**src/cbs_pkg.sv**
```systemverilog
// ----------------------------------------------------------------------------
// cbs_pkg
// shared types, constants and state codes of the bounding sphere block
// ----------------------------------------------------------------------------
package cbs_pkg;

   localparam int MAX_POINTS = 256;
   localparam int ADDR_W     = $clog2(MAX_POINTS);
   localparam int CNT_W      = $clog2(MAX_POINTS + 1);
   localparam int COORD_W    = 24;
   localparam int SUM_W      = COORD_W + CNT_W;
   localparam int DIFF_W     = COORD_W + 1;
   localparam int SQ_W       = 2 * DIFF_W;
   localparam int DIST_W     = SQ_W + 2;
   localparam int RAD_W      = 25;
   localparam int ROOT_W     = DIST_W / 2;
   localparam int QUO_W      = SUM_W;

   localparam logic [RAD_W-1:0] UNIT_RADIUS = RAD_W'(256);

   typedef struct packed {
      logic signed [COORD_W-1:0] point_x;
      logic signed [COORD_W-1:0] point_y;
      logic signed [COORD_W-1:0] point_z;
      logic                      last_point;
      logic                      empty_list;
   } req_type;

   typedef struct packed {
      logic signed [COORD_W-1:0] center_x;
      logic signed [COORD_W-1:0] center_y;
      logic signed [COORD_W-1:0] center_z;
      logic        [RAD_W-1:0]   sphere_radius;
      logic                      points_dropped;
   } rsp_type;

   typedef enum logic [3:0] {
      ST_IDLE,
      ST_DIV,
      ST_DIV_NEXT,
      ST_SCAN_RD,
      ST_SCAN_X,
      ST_SCAN_Y,
      ST_SCAN_Z,
      ST_SCAN_ACC,
      ST_SQRT,
      ST_OUT
   } state_type;

endpackage

```
**src/cbs_divider.sv**
```systemverilog
// ----------------------------------------------------------------------------
// cbs_divider
// restoring divider, one quotient bit per cycle, signed truncating result
// ----------------------------------------------------------------------------
module cbs_divider
   import cbs_pkg::*;
(
   input  logic                     clock,
   input  logic                     reset,
   input  logic                     start,
   input  logic signed [SUM_W-1:0]  dividend,
   input  logic        [CNT_W-1:0]  divisor,
   output logic                     busy,
   output logic signed [COORD_W-1:0] quotient
);

   localparam int STEP_W = $clog2(QUO_W + 1);

   logic [QUO_W-1:0]  num_ff, num_in;
   logic [CNT_W:0]    rem_ff, rem_in;
   logic [CNT_W-1:0]  den_ff, den_in;
   logic [STEP_W-1:0] step_ff, step_in;
   logic              neg_ff, neg_in;
   logic              busy_ff, busy_in;
   logic [CNT_W:0]    trial;
   logic [QUO_W-1:0]  mag;

   always_comb begin
      mag     = dividend[SUM_W-1] ? QUO_W'(-dividend) : QUO_W'(dividend);
      num_in  = num_ff;
      rem_in  = rem_ff;
      den_in  = den_ff;
      step_in = step_ff;
      neg_in  = neg_ff;
      busy_in = busy_ff;
      trial   = {rem_ff[CNT_W-1:0], num_ff[QUO_W-1]};
      if (start) begin
         num_in  = mag;
         rem_in  = '0;
         den_in  = divisor;
         step_in = STEP_W'(QUO_W);
         neg_in  = dividend[SUM_W-1];
         busy_in = 1'b1;
      end else if (busy_ff) begin
         if (trial >= {1'b0, den_ff}) begin
            rem_in = trial - {1'b0, den_ff};
            num_in = {num_ff[QUO_W-2:0], 1'b1};
         end else begin
            rem_in = trial;
            num_in = {num_ff[QUO_W-2:0], 1'b0};
         end
         step_in = step_ff - STEP_W'(1);
         if (step_ff == STEP_W'(1)) begin
            busy_in = 1'b0;
         end
      end
   end

   always_ff @(posedge clock) begin
      if (reset) begin
         busy_ff <= 1'b0;
         step_ff <= '0;
      end else begin
         busy_ff <= busy_in;
         step_ff <= step_in;
      end
      num_ff <= num_in;
      rem_ff <= rem_in;
      den_ff <= den_in;
      neg_ff <= neg_in;
   end

   assign busy     = busy_ff;
   assign quotient = neg_ff ? -COORD_W'(num_ff) : COORD_W'(num_ff);

endmodule

```
**config.mk**
```make
export PLATFORM = sky130hd
export DESIGN_NAME = cbs_divider
export DESIGN_NICKNAME = d
export VERILOG_FILES = /design/src/cbs_pkg.sv /design/src/cbs_divider.sv
export SDC_FILE = /design/constraint.sdc
export NUM_CORES = 1
export LEC_CHECK = 0
export BUFFER_PORTS_ARGS = -buffer_cell sky130_fd_sc_hd__buf_4
export CORE_MARGIN = 5
export CORE_UTILIZATION = 53
export CTS_BUF_LIST = sky130_fd_sc_hd__clkbuf_2
export CTS_CLUSTER_SIZE = 20
export DETAILED_ROUTE_END_ITERATION = 8
export GPL_TIMING_DRIVEN = 1
export PLACE_DENSITY = 0.9
export SLEW_MARGIN = 20
export SYNTH_ARGS = -nofsm -noshare
export SYNTH_HDL_FRONTEND = slang
export SYNTH_SLANG_ARGS = --single-unit
```
**constraint.sdc**
```tcl
create_clock -name clock -period 2.2 [get_ports clock]
set_clock_uncertainty 0.15 [all_clocks]
set_input_delay 0.11 -clock clock [delete_from_list [all_inputs] [get_ports clock]]
set_output_delay 0.11 -clock clock [all_outputs]
set_load 0.02 [all_outputs]
```
## Word level (Yosys, flattened, before mapping)

Index checks and enable logic that the tools add are counted.

| cells by class | value |
|---|---|
| add/subtract/negate cells | 4 |
| order comparisons | 1 |
| eq/ne operators | 1 |
| mux-type cells | 11 |
| reductions and logical operators | 2 |

Operator list:

| operator | count |
|---|---|
| $mux W33 | 3 |
| $neg A33 Y33 | 1 |
| $mux W24 | 1 |
| $neg A24 Y24 | 1 |
| $mux W6 | 2 |
| $ge A10 B9 Y1 | 1 |
| $mux W9 | 1 |
| $sub A9 B9 Y9 | 1 |
| $eq A6 B1 Y1 const B | 1 |
| $sub A6 B1 Y6 const B | 1 |
| $mux W1 | 4 |
| $reduce_bool A2 Y1 | 1 |
| $reduce_or A2 Y1 | 1 |

| storage, ports and cells | value |
|---|---|
| register bits after elaboration | 59 |
| input bits | 45 |
| output and inout port bits | 25 |
| word-level logic and storage cells | 26 |

## Longest topological paths before layout

| depth | value |
|---|---|
| depth in word-level cells | 4 |
| gate-level depth with buffers | 10 |
| depth with buffers taken out | 9 |

## Worst setup path before layout

Ideal clock, no wire load.

| timing | value |
|---|---|
| kind | register to register |
| start | reg num_ff[32] |
| end | reg rem_ff[1] |
| setup time | 137 ps |
| data arrival time | 2101 ps |
| data required time | 1913 ps |
| slack | -188 ps |
| cell stages (with the launch flop) | 11 |
| buffers on the path | 1 |
| clock period less this slack | 2388 ps |
| path through | edfxtp_1 -> inv_1 -> ha_1 -> inv_1 -> fa_1 -> a211oi_1 -> o21ai_0 -> a21oi_1 -> clkbuf_1 -> mux2i_1 -> a211oi_1 |

| on the way | value |
|---|---|
| cells in the longest elaborated chain, start to end | 2 |
| elaborated cells on any way between the ends | 3 |
| classes of those cells | 1 x add/sub; 1 x order compare; 1 x mux |

Ends and longest elaborated chain:

| what | line | RTL |
|---|---|---|
| from (decl) | cbs_divider.sv:19 | `logic [QUO_W-1:0] num_ff, num_in;` |
| from (signal assigned) | cbs_divider.sv:67 | `num_ff <= num_in;` |
| $sub A9 B9 Y9 or $ge A10 B9 Y1 (tied branches) | cbs_divider.sv:46, cbs_divider.sv:45 |  |
| $mux W9 * | cbs_divider.sv:45 | `if (trial >= {1'b0, den_ff}) begin` |
| to (signal assigned) | cbs_divider.sv:68 | `rem_ff <= rem_in;` |
| to (decl) | cbs_divider.sv:20 | `logic [CNT_W:0] rem_ff, rem_in;` |

Mark *: on every way between the ends. The rest lies on a longest branch, timed or not.
A chain may end at the register's enable or synchronous reset.

## Final worst setup path

| timing | value |
|---|---|
| start | reg num_ff[1] |
| end | out quotient[19] |

| on the way | value |
|---|---|
| cells in the longest elaborated chain, start to end | 2 |

Ends and longest elaborated chain:

| what | line | RTL |
|---|---|---|
| $neg A24 Y24 | cbs_divider.sv:74 | `assign quotient = neg_ff ? -COORD_W'(num_ff) : COORD_W'(num_ff);` |
| $mux W24 | cbs_divider.sv:74 |  |
| to (decl) | cbs_divider.sv:14 | `output logic signed [COORD_W-1:0] quotient` |

No other way between the ends.

==> impl_metrics.toml <==
[setup_path]
cp.arrival_ns = 2.85
r2r_slack_ns = -0.22
crit_type = "flop to output port"
r2r_cells = 10
startpoint_type = "flop"
cp_max_fo = 4
r2r_end = "rem_ff[2]$_SDFFE_PP0P_"
endpoint_kind = "output port"
slowest_delay_ns = 0.55
rr_startpoint = "num_ff[32]$_DFFE_PP_"
required_ns = 1.94
critPathSlowestCell = "or4_4"
crit_top_cell = "buf_4"
cp-startpoint = "num_ff[1]$_DFFE_PP_"
path_cells = "buf_4, nor3_4, nand4_1, or4_4, o41ai_4, xnor2_1, buf_4"

[floorplanning]
io-pin-count = 70
initial_core_util_pct = 54.74
core-area_um2 = 7331
num_rows = 31
die_width_um = 97.01
die_h_um = 97.01
die_area_um2 = 9411

[logic_synthesis]
synth_top_flop_cell = "edfxtp_1"
syn-num-nets = 492
synth_cell_types = 54
yosys_warnings = 0
async_reset_ff_share_pct = 0
synth-seq-area-share_pct = 40.16
synth-seq-cells = 59
synth_cells = 433
syn_avg_cell_area_um2 = 9.267
synth_edf_count = 43
synth_area_um2 = 4013

[sta]
fin_tns_setup_ns = -10.85
worst_slew_pin_slew_ns = 0.6393
finalCritPeriodShare_pct = 141.3
maxSlewViolCount = 0
maxSlewHeadroom_pct = 56.99
period_minus_slack_ns = 3.108
rsz0062_at_grt = "yes"
fmax_ghz = 0.3217
hold_viol = 0
setup_viol = 33
fin_ws_ns = -0.9085

[drt]
vias = 4943
wl_um = 18030
dr.pass1.iters = 5
drtIter0Drc = 772
via_per_inst = 6.846
detail_route.wl_per_cell_um = 24.97
drc = 0
antenna_left = 0

[power_and_ir_drop]
switching_share_pct = 37.25
internal-power_mw = 2.266
leakage_nw = 2.467
p_comb_share_pct = 40.9
powerDensity_nw_per_um2 = 587.7
pwr-share-clk_pct = 19.9
vdd.ir_drop.worst_mv = 0.4947
seq_power_share_pct = 39.2
switching_power_mw = 1.345

[global_routing]
grt_start_max_net_pins = 35
gr-usage-all-layers_pct = 29.76
grt_pass1_vias = 4465
antenna_found_initial = 1
grt_pass1_wl_um = 22490
grt-ovfl-total = 0

[run]
maxCapViolCount = 0

[hold_path]
min_from = "dividend[28]"
hp-class = "input pin to flop"
whs_endpoint = "num_ff[28]$_DFFE_PP_"
whs_path_depth = 4

[layout]
layout_common_cells = "129 x buf_4, 53 x dlygate4sd3_1, 45 x nor2_1"
nets = 676
area.growth.synth_to_final_pct = 53.13
layout_commonest_cell = "buf_4"
layout.cells.non_filler = 722
drive_gt1_share_pct = 34.89

[clocking]
cts_buffer_depth = 2
ctsRootBufferMaster = "clkbuf_2"
cts_buffers = 9
clk-insertion-delay-late_ns = 0.54
clkSinkCount = 59
clk_pin_slew_worst_paths_ns = 0.21
htreeDepth = 3
cts_tree = "built"

[run_status]
outcome = "finished, violations left"
violations = "setup timing"

[placement]
dp.cells = 622
io_buffers = 69
dpl.hpwl_um = 7732
gp_congestion = 0.9178
==> stage by stage <==
stage | power, mW | setup slack (ns) | hold slack [ns] | util (%) | instance area [um^2]
floorplan | 2.010 | -0.01276 | 0.02907 | - | 4020
global placement | 2.394 | -0.1798 | 0.1379 | 66.33 | 4862
detailed placement | 2.440 | -0.2845 | 0.1408 | 66.33 | 4862
CTS | 3.254 | -0.5803 | 0.001573 | 77.98 | 5717
global route | 3.696 | -0.9526 | 0.02499 | 83.82 | 6145
finish | 3.611 | -0.9085 | 0.04196 | 83.82 | 6145
==> routing by layer <==
metal	share of wire, %	routed length (um)	global-route usage, %
met1	33	5869	32.80
met3	11	2027	7.914
met5	0	0	0
met4	9.3	1682	18.25
met2	47	8447	50.85
==> cell usage after synthesis (2+ instances only) <==
library cell,count,area [um^2]
a32oi_1,3,26.28
a211o_1,2,17.52
dfxtp_1,16,320.3
o41ai_1,4,35.03
nor3_1,19,95.09
a21o_1,4,30.03
xnor2_1,29,254.0
o21a_1,4,30.03
nor2_1,45,168.9
a22o_1,2,17.52
ha_1,13,162.7
nand2b_1,7,43.79
o31ai_1,15,112.6
o21ai_0,25,125.1
nand3_1,2,10.01
a21oi_1,32,160.2
mux2i_1,4,40.04
buf_6,3,33.78
nor2b_1,5,31.28
nor4_1,5,31.28
a31oi_1,4,25.02
xor2_1,25,219.0
edfxtp_1,43,1291
or2_2,2,12.51
o311ai_0,6,52.55
inv_1,21,78.83
mux2_2,2,22.52
nor3b_1,2,15.01
a211oi_1,5,37.54
nand4_1,7,43.79
or4_1,4,30.03
or3_1,7,43.79
and3_1,5,31.28
nand2_1,27,101.4
nor4_4,2,42.54
clkbuf_1,14,52.55
==> repair_timing <==
action	4_1_cts	5_1_grt
pin swaps	19	27
hold buffers	53	1
buffers inserted	10	24
setup endpoints to repair	28	38
endpoints found under the hold margin	63	1
resized for setup	41	49
==> flip-flops by register name, summed over array words and instances, names as in the netlist <==
name and cells:
num_ff 33, den_ff 9, rem_ff 9, step_ff 6, busy 1, neg_ff 1
==> critical path: cells and delay by family, from the launching register on <==
family | cells | cell delay (ns)
compound gates | 1 | 0.39
flops | 1 | 0.48
simple gates | 3 | 0.92
buf+inv | 2 | 0.34
xor+xnor | 1 | 0.17
==> power groups by stage <==
stage / Combinational, mW / Sequential, mW / Clock, mW
3_5_place_dp: 1.02 / 1.42 / 0
4_1_cts: 1.19 / 1.40 / 0.667
6_report: 1.48 / 1.42 / 0.720
2_1_floorplan: 0.593 / 1.42 / 0
5_1_grt: 1.53 / 1.42 / 0.753
3_3_place_gp: 0.979 / 1.41 / 0
==> worst max-delay path by stage <==
stage	to	cells after the start
3_3_place_gp	quotient[18]	8
5_1_grt	quotient[19]	7
6_report	quotient[19]	7
3_5_place_dp	quotient[18]	8
4_1_cts	quotient[18]	8
2_1_floorplan	quotient[19]	5
==> layout make-up <==
| class | instances | area, um^2 |
|---|---|---|
| antenna | 1 | 2.502 |
| sequential | 59 | 1612 |
| timing repair buffer | 192 | 1638 |
| tap | 99 | 123.9 |
| multi-input combinational | 334 | 2580 |
| fill | 335 | 1186 |
| clock buffer | 10 | 50.05 |
| inverter | 21 | 82.58 |
| clock inverter | 6 | 56.30 |
==> kinds of logic after synthesis <==
| kind of cell | count (synthesis) | synth area share [%] |
|---|---|---|
| xor gates and xnor gates | 54 | 11.79 |
| DFF | 59 | 40.16 |
| muxes | 6 | 1.559 |
| and+or+nand+nor | 147 | 19.36 |
| AOI/OAI and AO/OA | 113 | 18.15 |
| buffers and inverters | 40 | 4.428 |
| adders and majority gates | 14 | 4.553 |
(Power assumes the default switching activity.)
