==> src/cbs_pkg.sv <==
// ----------------------------------------------------------------------------
// cbs_pkg
// shared types, constants and state codes of the bounding sphere block
// ----------------------------------------------------------------------------
package cbs_pkg;

   localparam int MAX_POINTS = 256;
   localparam int ADDR_W     = $clog2(MAX_POINTS);
   localparam int CNT_W      = $clog2(MAX_POINTS + 1);
   localparam int COORD_W    = 24;
   localparam int SUM_W      = COORD_W + CNT_W;
   localparam int DIFF_W     = COORD_W + 1;
   localparam int SQ_W       = 2 * DIFF_W;
   localparam int DIST_W     = SQ_W + 2;
   localparam int RAD_W      = 25;
   localparam int ROOT_W     = DIST_W / 2;
   localparam int QUO_W      = SUM_W;

   localparam logic [RAD_W-1:0] UNIT_RADIUS = RAD_W'(256);

   typedef struct packed {
      logic signed [COORD_W-1:0] point_x;
      logic signed [COORD_W-1:0] point_y;
      logic signed [COORD_W-1:0] point_z;
      logic                      last_point;
      logic                      empty_list;
   } req_type;

   typedef struct packed {
      logic signed [COORD_W-1:0] center_x;
      logic signed [COORD_W-1:0] center_y;
      logic signed [COORD_W-1:0] center_z;
      logic        [RAD_W-1:0]   sphere_radius;
      logic                      points_dropped;
   } rsp_type;

   typedef enum logic [3:0] {
      ST_IDLE,
      ST_DIV,
      ST_DIV_NEXT,
      ST_SCAN_RD,
      ST_SCAN_X,
      ST_SCAN_Y,
      ST_SCAN_Z,
      ST_SCAN_ACC,
      ST_SQRT,
      ST_OUT
   } state_type;

endpackage

==> src/cbs_sqrt.sv <==
// ----------------------------------------------------------------------------
// cbs_sqrt
// digit-by-digit integer square root, one root bit per cycle
// ----------------------------------------------------------------------------
module cbs_sqrt
   import cbs_pkg::*;
(
   input  logic              clock,
   input  logic              reset,
   input  logic              start,
   input  logic [DIST_W-1:0] radicand,
   output logic              busy,
   output logic [RAD_W-1:0]  root
);

   localparam int STEP_W = $clog2(ROOT_W + 1);

   logic [DIST_W-1:0] num_ff, num_in;
   logic [ROOT_W+1:0] rem_ff, rem_in;
   logic [ROOT_W-1:0] res_ff, res_in;
   logic [STEP_W-1:0] step_ff, step_in;
   logic              busy_ff, busy_in;
   logic [ROOT_W+1:0] trial;
   logic [ROOT_W+1:0] sub;

   always_comb begin
      num_in  = num_ff;
      rem_in  = rem_ff;
      res_in  = res_ff;
      step_in = step_ff;
      busy_in = busy_ff;
      trial   = {rem_ff[ROOT_W-1:0], num_ff[DIST_W-1:DIST_W-2]};
      sub     = {res_ff, 2'b01};
      if (start) begin
         num_in  = radicand;
         rem_in  = '0;
         res_in  = '0;
         step_in = STEP_W'(ROOT_W);
         busy_in = 1'b1;
      end else if (busy_ff) begin
         num_in = {num_ff[DIST_W-3:0], 2'b00};
         if (trial >= sub) begin
            rem_in = trial - sub;
            res_in = {res_ff[ROOT_W-2:0], 1'b1};
         end else begin
            rem_in = trial;
            res_in = {res_ff[ROOT_W-2:0], 1'b0};
         end
         step_in = step_ff - STEP_W'(1);
         if (step_ff == STEP_W'(1)) begin
            busy_in = 1'b0;
         end
      end
   end

   always_ff @(posedge clock) begin
      if (reset) begin
         busy_ff <= 1'b0;
         step_ff <= '0;
      end else begin
         busy_ff <= busy_in;
         step_ff <= step_in;
      end
      num_ff <= num_in;
      rem_ff <= rem_in;
      res_ff <= res_in;
   end

   assign busy = busy_ff;
   assign root = RAD_W'(res_ff);

endmodule

==> config.mk <==
export PLATFORM = sky130hd
export DESIGN_NAME = cbs_sqrt
export DESIGN_NICKNAME = d
export VERILOG_FILES = /design/src/cbs_pkg.sv /design/src/cbs_sqrt.sv
export SDC_FILE = /design/constraint.sdc
export NUM_CORES = 1
export LEC_CHECK = 0
export BUFFER_PORTS_ARGS = -buffer_cell sky130_fd_sc_hd__buf_2
export CAP_MARGIN = 20
export CORE_AREA = 2 2 114 116
export CTS_BUF_LIST = sky130_fd_sc_hd__clkbuf_16
export DETAILED_ROUTE_END_ITERATION = 12
export DIE_AREA = 0 0 116 118
export GPL_TIMING_DRIVEN = 1
export PLACE_DENSITY = 0.79
export SLEW_MARGIN = 5
export SYNTH_ARGS = -nofsm -noshare
export SYNTH_HDL_FRONTEND = slang
export SYNTH_SLANG_ARGS = --single-unit
==> constraint.sdc <==
create_clock -name clock -period 4.31 [get_ports clock]
set_input_delay 0.862 -clock clock [delete_from_list [all_inputs] [get_ports clock]]
set_output_delay 0.862 -clock clock [all_outputs]
set_load 0.05 [all_outputs]
# --- Word level (Yosys, flattened, before mapping) ---
# Index checks and enable logic that the tools add are counted.
op_classes:
  n_addsub: 2
  n_lt_le_gt_ge: 1
  eq_ne: 1
  mux: 9
  n_reduce_logical: 2
op_table:
  columns: ["op", "n"]
  rows:
  - ["52-bit 2-to-1 mux", 2]
  - ["28-bit greater-or-equal comparator", 1]
  - ["26-bit 2-to-1 mux", 1]
  - ["26-bit subtractor", 1]
  - ["5-bit 2-to-1 mux", 2]
  - ["5-bit by 1-bit == test with 1-bit output, second input constant", 1]
  - ["5-bit by 1-bit subtractor with 5-bit output, second input constant", 1]
  - ["1-bit 2-to-1 mux", 4]
  - ["2-bit nonzero test", 1]
  - ["2-bit OR reduction", 1]
word_totals:
  ff_bits: 110
  elab_cells: 21

# --- Logic depth before layout (Yosys ltp) ---
# Gate-level depths: netlist of the first run.
depth:
  ltp_word: 4
  ltp_mapped: 13

# --- Worst setup path before layout of the first run ---
# OpenSTA, ideal clock, no wires.
synth_path:
  path_kind: "input to register"
  start: "input port start"
  end: "register num_ff[0] (enable)"
  arrival_time_ps: 2348
  setup_slack_ps: 1576
  cell_stages: 4
  n_path_buf: 3
  path_cell_list: "clkbuf_1 > clkbuf_1 > clkbuf_1 > or2_2"
synth_via:
  elab_chain_len: 1
synth_rtl:
  columns: ["element", "line", "rtl"]
  rows:
  - ["start, declared", "cbs_sqrt.sv:10", "input logic start,"]
  - ["2-bit nonzero test (no source line)", null, null]
  - ["end signal, assigned", "cbs_sqrt.sv:64", "num_ff <= num_in;"]
  - ["end, declared", "cbs_sqrt.sv:18", "logic [DIST_W-1:0] num_ff, num_in;"]
# Every way passes these cells.
# A chain may end at the register's enable or synchronous reset.

# --- Worst setup path in the final report of the first run ---
layout_path:
  start: "register res_ff[16]"
  end: "register rem_ff[17]"
layout_via:
  elab_chain_len: 2
layout_rtl:
  columns: ["element", "line", "rtl"]
  rows:
  - ["start, declared", "cbs_sqrt.sv:20", "logic [ROOT_W-1:0] res_ff, res_in;"]
  - ["start signal, assigned", "cbs_sqrt.sv:66", "res_ff <= res_in;"]
  - ["28-bit greater-or-equal comparator", "cbs_sqrt.sv:42", "if (trial >= sub) begin"]
  - ["26-bit 2-to-1 mux", "cbs_sqrt.sv:42", null]
  - ["end signal, assigned", "cbs_sqrt.sv:65", "rem_ff <= rem_in;"]
  - ["end, declared", "cbs_sqrt.sv:19", "logic [ROOT_W+1:0] rem_ff, rem_in;"]
# Every way passes these cells.

==> impl_metrics.env, run 1 <==
export IMPL_synth_most_common_cell="nor2_1"
export IMPL_crit_required_ps=4490
export IMPL_areaGrowthSynthToFinish_pct=9.96
export IMPL_vias=4376
export IMPL_via_per_inst=5.37
export IMPL_grt_overflow=0
export IMPL_synth_top_cells_by_area="edfxtp_1 (25%), dfxtp_1 (19%), mux2_2 (9.0%)"
export IMPL_num_antenna_cells=0
export IMPL_grt_use_met3_pct=6.59
export IMPL_hold_viol=0
export IMPL_layout_cells_non_filler=815
export IMPL_clock_sinks=110
export IMPL_synth_distinct_cells=69
export IMPL_ys_ff_latch=110
export IMPL_syn_area_mm2=0.00626
export IMPL_synth_area_per_cell_um2=10.4
export IMPL_arrival_ps=3450
export IMPL_yosys_warnings=0
export IMPL_cpPeakStageDelay_ps=620
export IMPL_startpoint_type="flop"
export IMPL_grt_pass1_wl_um=19900
export IMPL_fmax_mhz=306
export IMPL_cts_root_buf="clkbuf_16"
export IMPL_tightest_slew_ps=964
export IMPL_period_minus_slack_ps=3270
export IMPL_die_area_mm2=0.0137
export IMPL_rsz0062_at_grt="no"
export IMPL_seqCellArea_mm2=0.00273
export IMPL_final_nets=723
export IMPL_placedCellCount=799
export IMPL_use_met2_pct=28.4
export IMPL_numCtsBuffers=9
export IMPL_drive_gt1_share_pct=26.1
export IMPL_setup_ws_ps=1040
export IMPL_use_met1_pct=22.9
export IMPL_cts_hold_buf=0
export IMPL_critPathCaptureType="flop"
export IMPL_path_cells="inv_1, ha_1, and3_1, nand2_1, nor2_1, inv_1, o2111ai_2, a221o_1, buf_4, mux2i_1, a211oi_1"
export IMPL_cts_resized=0
export IMPL_routed_wl_um=12000
export IMPL_cp_common_cell="inv_1"
export IMPL_fillers=1117
export IMPL_outcome="complete, no violations"
export IMPL_top_usage_layer="met2"
export IMPL_setup_viol_count_final=0
export IMPL_grt_usage_pct=17.8
export IMPL_cts_clk_slew_worst_paths_ps=80
export IMPL_coreArea_mm2=0.0124
export IMPL_postCtsSetupBuffers=0
export IMPL_start_util_pct=50.4
export IMPL_synth_xor_area_share_pct=3.64
export IMPL_drt_pre_antenna_iters=5
export IMPL_synth_top_family_by_area="multiplexers"
export IMPL_ys_flop_type="dfxtp_1"
export IMPL_final_util_pct=55.4
export IMPL_drc=0
export IMPL_ir_worst_vdd_v=0.000239
export IMPL_synth_fa_ha_area_share_pct=6.00
export IMPL_cts_tree="built"
export IMPL_die_height_um=118
export IMPL_power_density_mw_per_mm2=501
export IMPL_p_leak_nw=2.84
export IMPL_ios=81
export IMPL_clk_path_buf_depth=2
export IMPL_cp_slowest_cell="a221o_1"
export IMPL_yosysTopAreaCell="edfxtp_1"
export IMPL_tns_ps=0
export IMPL_htreeDepth=3
export IMPL_routedWlPerCell_um=14.8
export IMPL_antenna_found_initial=0
export IMPL_r2r_slack_ps=1040
export IMPL_synth_mux_area_share_pct=15.2
export IMPL_synth_compound_area_share_pct=12.3
export IMPL_multi_input_area_mm2=0.00306
export IMPL_dieWidth_um=116
export IMPL_yosysTopAreaCellShare_pct=25.0
export IMPL_clk_insertion_delay_late_ps=360
export IMPL_slew_headroom_pct=35.7
export IMPL_grt_max_degree=85
export IMPL_synthCells=600
export IMPL_report_final_slew_viol_count=0
export IMPL_synth_edff_count=52
export IMPL_worst_hold_path_type="flop to flop"
export IMPL_path_max_fanout=16
export IMPL_drv_cap=0
export IMPL_ant_nets=0
export IMPL_fin_worst_skew_ps=10.4
export IMPL_io_buffers=80
export IMPL_async_flop_share_pct=0
export IMPL_dp_hpwl_um=8540
export IMPL_finalCritPeriodShare_pct=75.8
export IMPL_gp_congestion=0.889
export IMPL_worstSetupPathType="flop to flop"
export IMPL_yosysSeqAreaShare_pct=43.5
export IMPL_drt_iter0_drc=232
export IMPL_dpl_worst_slack_ps=1060
export IMPL_grt_pass1_vias=4321
export IMPL_rows=41
export IMPL_yosys_area_share_simple_pct=11.7
export IMPL_synth_nets=685
export IMPL_synth_common_cells="nor2_1 (71), dfxtp_1 (58), edfxtp_1 (52)"
## metrics by stage
step           hold slack, ps  instance area, um2  power, mW
6_report                  498                6880       3.45
5_1_grt                   520                6880       3.66
4_1_cts                   502                6880       3.47
3_5_place_dp              485                6580       2.60
3_3_place_gp              478                6580       2.55
2_1_floorplan             460                6260       2.38
## critical path: cells and delay by family, from the launching register on
family | cells | cell delay (ps)
flip-flops | 1 | 390
adder cells (fa/ha/maj) | 1 | 430
buffers and inverters | 3 | 500
multiplexers | 1 | 230
AND/OR/NAND/NOR | 3 | 570
AO/OA/AOI/OAI | 3 | 980
## path summary, 6_finish.rpt
| path | from | to | depth (start not counted) |
|---|---|---|---|
| hold reg to reg | rem_ff[24]$_SDFFE_PP0P_ | rem_ff[24]$_SDFFE_PP0P_ | 2 |
| setup reg to reg | res_ff[16]$_SDFFE_PP0P_ | rem_ff[17]$_SDFFE_PP0P_ | 11 |
| hold / removal | rem_ff[24]$_SDFFE_PP0P_ | rem_ff[24]$_SDFFE_PP0P_ | 2 |
| setup / recovery | res_ff[16]$_SDFFE_PP0P_ | rem_ff[17]$_SDFFE_PP0P_ | 11 |
## logic make-up (layout without fill, tap and decap cells)
logic type,Yosys count,after routing
and+or+nand+nor,152,152
DFF,110,110
AOI/OAI and AO/OA,100,100
xor gates and xnor gates,26,26
buffers and inverters,93,136
muxes,89,89
adders and majority gates,30,30
## layer usage
metal | share of wire, % | vias to the layer above
met3 | 4.9 | 12
met4 | 1.1 | 0
met2 | 48 | 81
met5 | 0 | -
li1 | - | 2206
met1 | 46 | 2077
## area by class of cell
| cell class | instances | share of cell area, % |
|---|---|---|
| clock buffers | 9 | 3.27 |
| clock inverters | 7 | 1.16 |
| inverters | 34 | 1.85 |
| multi-input cells | 397 | 44.5 |
| flip-flops and latches | 110 | 39.6 |
| well taps | 172 | 3.13 |
| repair buffers | 86 | 6.51 |
## sequential cells by signal, indices dropped and copies added (netlist names)
signal / flops
num_ff: 52
step_ff: 5
res_ff: 26
rem_ff: 26
busy: 1
## report_power, final
group / leakage (nW) / switching (mW) / internal (mW) / total, mW
sequential: 0.999 / 0.0620 / 1.21 / 1.27
combinational: 1.69 / 0.718 / 0.595 / 1.31
clock: 0.151 / 0.402 / 0.462 / 0.864
## cell usage in the layout, fill, tap and decap left out, types with 5 or more instances in the layout
master     instances
nor2_1            71
buf_2             79
xnor2_1           11
mux2i_1           39
clkbuf_16          9
edfxtp_1          52
dfxtp_1           57
a21oi_1           18
nand2_1           24
mux2_2            50
and2_1             6
ha_1              30
and3_1             5
buf_4              7
inv_1             34
a211oi_1          17
nand3_1           12
o21ai_0           13
xor2_1            15
a21o_1             8
a311oi_1           5
Note: power is estimated with default switching activity, not from simulation.
==> run 2, diff against run 1 <==
==> constraint.sdc (replaced) <==
create_clock -name clock -period 3.3 [get_ports clock]
set_input_delay 0.66 -clock clock [delete_from_list [all_inputs] [get_ports clock]]
set_output_delay 0.66 -clock clock [all_outputs]
set_load 0.05 [all_outputs]
==> run 2 against run 1 <==
Sequential cell count unchanged; via count up 0.71%; design area up 0.25%; wire length down 1.1%; combinational power up 31%.
==> impl_metrics.env, run 2 (synthesis gave the netlist of run 1 again) <==
export IMPL_fin_area_mm2=0.00690
export IMPL_grt_overflow=0
export IMPL_via_per_inst=5.41
export IMPL_final_common_cell="buf_2"
export IMPL_outcome="complete, no violations"
export IMPL_final_util_pct=55.6
export IMPL_postCtsSetupBuffers=0
export IMPL_clkPwrFrac_pct=23.9
export IMPL_dieWidth_um=116
export IMPL_power_net_switching_mw=1.56
export IMPL_hold_viol=0
export IMPL_regMostFlops="num_ff"
export IMPL_start_util_pct=50.4
export IMPL_grt_pass1_wl_um=20300
export IMPL_reg_largest_list="num_ff (52), rem_ff (26), res_ff (26)"
export IMPL_path_max_fanout=11
export IMPL_antenna_found_initial=0
export IMPL_coreArea_mm2=0.0124
export IMPL_routed_wl_um=11900
export IMPL_ir_worst_vdd_v=0.000305
export IMPL_gp_congestion=0.897
export IMPL_clk_insertion_delay_late_ps=360
export IMPL_drc=0
export IMPL_vias=4407
export IMPL_period_minus_slack_ps=3050
export IMPL_tns_ps=0
export IMPL_cts_clk_slew_worst_paths_ps=80
export IMPL_fillers=1102
export IMPL_setup_ws_ps=253
export IMPL_die_area_mm2=0.0137
export IMPL_routedWlPerCell_um=14.6
export IMPL_rows=41
export IMPL_layout_cells_non_filler=815
export IMPL_worstSetupPathType="flop to flop"
export IMPL_arrival_ps=3310
export IMPL_slew_headroom_pct=56.4
export IMPL_p_leak_nw=2.85
export IMPL_placedCellCount=799
export IMPL_cts_root_buf="clkbuf_16"
export IMPL_worst_hold_path_type="flop to flop"
export IMPL_grt_pass1_vias=4339
export IMPL_startpoint_type="flop"
export IMPL_io_buffers=80
export IMPL_cts_tree="built"
export IMPL_tightest_slew_ps=654
export IMPL_power_mw=4.46
export IMPL_dp_hpwl_um=8420
export IMPL_dpl_worst_slack_ps=239
export IMPL_ios=81
export IMPL_comb_power_share_pct=38.5
export IMPL_die_height_um=118
export IMPL_grt_usage_pct=18.3
export IMPL_areaGrowthSynthToFinish_pct=10.2
export IMPL_power_density_mw_per_mm2=647
export IMPL_final_nets=723
export IMPL_report_final_slew_viol_count=0
export IMPL_crit_required_ps=3560
export IMPL_internal_power_mw=2.91
export IMPL_drive_gt1_share_pct=26.3
export IMPL_placed_area_mm2=0.00660
export IMPL_num_antenna_cells=0
export IMPL_largest_register_ffs=52
export IMPL_setup_viol_count_final=0
export IMPL_clock_sinks=110
export IMPL_ant_nets=0
export IMPL_finalCritPeriodShare_pct=92.3
export IMPL_seq_power_share_pct=37.7
export IMPL_grt_max_degree=114
export IMPL_fmax_mhz=328
export IMPL_drt_pre_antenna_iters=4
export IMPL_rsz0062_at_grt="no"
export IMPL_swShare_pct=34.9
export IMPL_drv_cap=0
export IMPL_numCtsBuffers=9
export IMPL_layout_common_cells="buf_2 (79), nor2_1 (71), dfxtp_1 (57)"
export IMPL_drt_iter0_drc=291
export IMPL_critPathCaptureType="flop"
export IMPL_htreeDepth=3
export IMPL_clk_path_buf_depth=2
export IMPL_hold_slack_ps=505
export IMPL_fin_worst_skew_ps=10.3
## run 2: area by class of cell
class                   instances  area, um2  share of cell area [%]
multi-input cells             397       3070                    44.4
flip-flops and latches        110       2730                    39.5
repair buffers                 86        473                    6.86
clock buffers                   9        225                    3.26
well taps                     172        215                    3.12
inverters                      34        128                    1.85
clock inverters                 7       66.3                   0.961
## run 2: worst max-delay path, stage by stage (launching register included)
cell       delay [ps]
dfxtp_1           390
inv_1              60
ha_1              350
nor2b_4           150
o31a_1            280
o21a_4            250
a21boi_4          190
o2111ai_2         180
a221o_1           460
buf_4             250
mux2i_1           140
a211oi_1          260
## run 2: power by group through the flow
stage	clock, mW	sequential [mW]	combinational (mW)
after CTS	1.10	1.68	1.71
after global routing	1.15	1.70	1.89
after global placement	0	1.70	1.65
final	1.06	1.68	1.72
after detailed placement	0	1.71	1.70
after floorplan	0	1.67	1.44
## run 2: metal layers
layer / wire (um) / global-route usage, % / up-vias
met2: 5680 / 28.8 / 97
met5: 0 / 0 / -
met3: 587 / 5.15 / 15
met1: 5480 / 24.1 / 2091
met4: 175 / 6.10 / 0
li1: - / - / 2204
## run 2: worst paths after layout
| check | start | endpoint | slack, ps | depth (start not counted) |
|---|---|---|---|---|
| min reg2reg | res_ff[25]$_SDFFE_PP0P_ | res_ff[25]$_SDFFE_PP0P_ | 510 | 2 |
| max reg2reg | res_ff[0]$_SDFFE_PP0P_ | rem_ff[15]$_SDFFE_PP0P_ | 250 | 11 |
| min | res_ff[25]$_SDFFE_PP0P_ | res_ff[25]$_SDFFE_PP0P_ | 510 | 2 |
| max | res_ff[0]$_SDFFE_PP0P_ | rem_ff[15]$_SDFFE_PP0P_ | 250 | 11 |
## run 2: what timing repair did
item | CTS | global route
gates resized for setup | 0 | 1
endpoints found under the hold margin | 0 | 0
hold buffers | 0 | 0
setup endpoints to repair | 0 | 1
==> run 3, diff against run 2 <==
==> config.mk (replaced) <==
export PLATFORM = sky130hd
export DESIGN_NAME = cbs_sqrt
export DESIGN_NICKNAME = d
export VERILOG_FILES = /design/src/cbs_pkg.sv /design/src/cbs_sqrt.sv
export SDC_FILE = /design/constraint.sdc
export NUM_CORES = 1
export LEC_CHECK = 0
export CAP_MARGIN = 20
export CELL_PAD_IN_SITES_DETAIL_PLACEMENT = 2
export CELL_PAD_IN_SITES_GLOBAL_PLACEMENT = 2
export CORE_AREA = 2 2 127 129
export CTS_BUF_LIST = sky130_fd_sc_hd__clkbuf_16
export DETAILED_ROUTE_END_ITERATION = 12
export DIE_AREA = 0 0 129 131
export DONT_BUFFER_PORTS = 1
export GPL_TIMING_DRIVEN = 1
export PLACE_DENSITY = 0.86
export SLEW_MARGIN = 5
export SYNTH_ARGS = -nofsm -noshare
export SYNTH_HDL_FRONTEND = slang
export SYNTH_SLANG_ARGS = --single-unit
==> run 3 against run 2 <==
Register-to-register slack better by 30 ps; fmax is 1.1% higher; total power is 3.8% higher; sequential power hardly changed; largest cell class unchanged.
==> impl_metrics.env, run 3 (synthesis gave the netlist of run 1 again) <==
export IMPL_areaGrowthSynthToFinish_pct=7.50
export IMPL_clock_sinks=110
export IMPL_drt_pre_antenna_iters=4
export IMPL_cts_hold_buf=0
export IMPL_path_max_fanout=8
export IMPL_tightest_slew_ps=748
export IMPL_setup_viol_count_final=0
export IMPL_die_area_mm2=0.0169
export IMPL_worst_hold_path_type="primary input to flop"
export IMPL_startpoint_type="flop"
export IMPL_antenna_found_initial=0
export IMPL_cts_resized=0
export IMPL_rows=46
export IMPL_cts_tree="built"
export IMPL_drive_gt1_share_pct=19.7
export IMPL_io_buffers=0
export IMPL_fmax_mhz=332
export IMPL_crit_required_ps=3560
export IMPL_reg_largest_list="num_ff (52), rem_ff (26), res_ff (26)"
export IMPL_layout_cells_non_filler=806
export IMPL_grt_pass1_wl_um=27200
export IMPL_fin_worst_skew_ps=9.81
export IMPL_arrival_ps=3270
export IMPL_grt_pass1_vias=4840
export IMPL_largest_register_ffs=52
export IMPL_hold_viol=0
export IMPL_coreArea_mm2=0.0156
export IMPL_vias=4397
export IMPL_routed_wl_um=17100
export IMPL_grt_usage_pct=21.1
export IMPL_die_height_um=131
export IMPL_regMostFlops="num_ff"
export IMPL_critPathCaptureType="flop"
export IMPL_gp_congestion=0.823
export IMPL_power_density_mw_per_mm2=689
export IMPL_drc=0
export IMPL_dieWidth_um=129
export IMPL_report_final_slew_viol_count=0
export IMPL_clk_insertion_delay_late_ps=370
export IMPL_cts_clk_slew_worst_paths_ps=80
export IMPL_start_util_pct=40.1
export IMPL_period_minus_slack_ps=3010
export IMPL_via_per_inst=5.46
export IMPL_seqCellArea_mm2=0.00273
export IMPL_outcome="complete, no violations"
export IMPL_fillers=1632
export IMPL_dp_hpwl_um=12000
export IMPL_multi_input_area_mm2=0.00306
export IMPL_layout_common_cells="nor2_1 (71), dfxtp_1 (57), edfxtp_1 (52)"
export IMPL_drt_iter0_drc=186
export IMPL_ir_worst_vdd_v=0.000286
export IMPL_htreeDepth=3
export IMPL_clk_path_buf_depth=2
export IMPL_final_common_cell="nor2_1"
export IMPL_routedWlPerCell_um=21.3
export IMPL_worstSetupPathType="flop to flop"
export IMPL_postCtsSetupBuffers=0
export IMPL_drv_cap=0
export IMPL_tns_ps=0
export IMPL_slew_headroom_pct=50.2
export IMPL_final_nets=670
export IMPL_p_leak_nw=2.62
export IMPL_rsz0062_at_grt="no"
export IMPL_num_antenna_cells=0
export IMPL_ios=81
export IMPL_ant_nets=0
export IMPL_numCtsBuffers=9
export IMPL_grt_overflow=0
export IMPL_grt_max_degree=115
export IMPL_placedCellCount=790
export IMPL_finalCritPeriodShare_pct=91.3
export IMPL_cts_root_buf="clkbuf_16"
## run 3: cell types whose count changed in the layout (fill, tap and decap cells not counted), sizes merged
cell / delta
buf: -53
inv: -2
clkinvlp: +1
clkinv: +1
## run 3: power breakdown
part	internal [mW]	switching, mW	total, mW
Clock	0.536	0.583	1.12
Combinational	0.786	1.05	1.84
Sequential	1.58	0.0933	1.68
Total	2.90	1.73	4.63
## run 3: stage by stage
| stage | hold WS, ps | area [um2] | power [mW] | setup WS, ps | utilization, % |
|---|---|---|---|---|---|
| floorplan | 460 | 6260 | 3.11 | 614 | - |
| global placement | 480 | 6430 | 3.36 | 581 | 41.2 |
| detailed placement | 502 | 6430 | 3.50 | 361 | 41.2 |
| CTS | 338 | 6730 | 4.67 | 293 | 43.1 |
| global route | 346 | 6730 | 4.89 | 134 | 43.1 |
| finish | 351 | 6730 | 4.63 | 287 | 43.1 |
## run 3: cell type report
type / instances / share of cell area (%)
sequential: 110 / 40.5
timing repair buffer: 33 / 3.68
inverter: 34 / 1.90
multi-input combinational: 397 / 45.5
clock inverter: 7 / 1.06
clock buffer: 9 / 3.35
tap: 216 / 4.02
## run 3: per-layer routing
metal | vias to the layer above | part of all wire [%] | global-route usage [%] | wire length, um
met5 | - | 0 | 0 | 0
met4 | 0 | 1.6 | 6.78 | 279
met3 | 19 | 4.0 | 5.17 | 689
met2 | 66 | 55 | 40.2 | 9360
met1 | 2229 | 40 | 23.0 | 6800
li1 | 2083 | - | - | -
## run 3: critical path, cell delays in order, from the launching register on
cell,delay (ps)
dfxtp_1,340
inv_1,50
ha_1,380
a21oi_1,330
nand2_1,130
o21a_4,240
a21boi_4,200
o2111ai_2,160
a221oi_1,410
buf_4,260
nand2_1,80
a311oi_1,310
## run 3: worst paths after layout
path	from	end	slack, ps	depth (start not counted)
setup / recovery	res_ff[5]$_SDFFE_PP0P_	rem_ff[1]$_SDFFE_PP0P_	290	11
hold reg to reg	rem_ff[21]$_SDFFE_PP0P_	rem_ff[21]$_SDFFE_PP0P_	510	2
hold / removal	reset	step_ff[4]$_SDFFE_PP0P_	350	1
setup reg to reg	res_ff[5]$_SDFFE_PP0P_	rem_ff[1]$_SDFFE_PP0P_	290	11
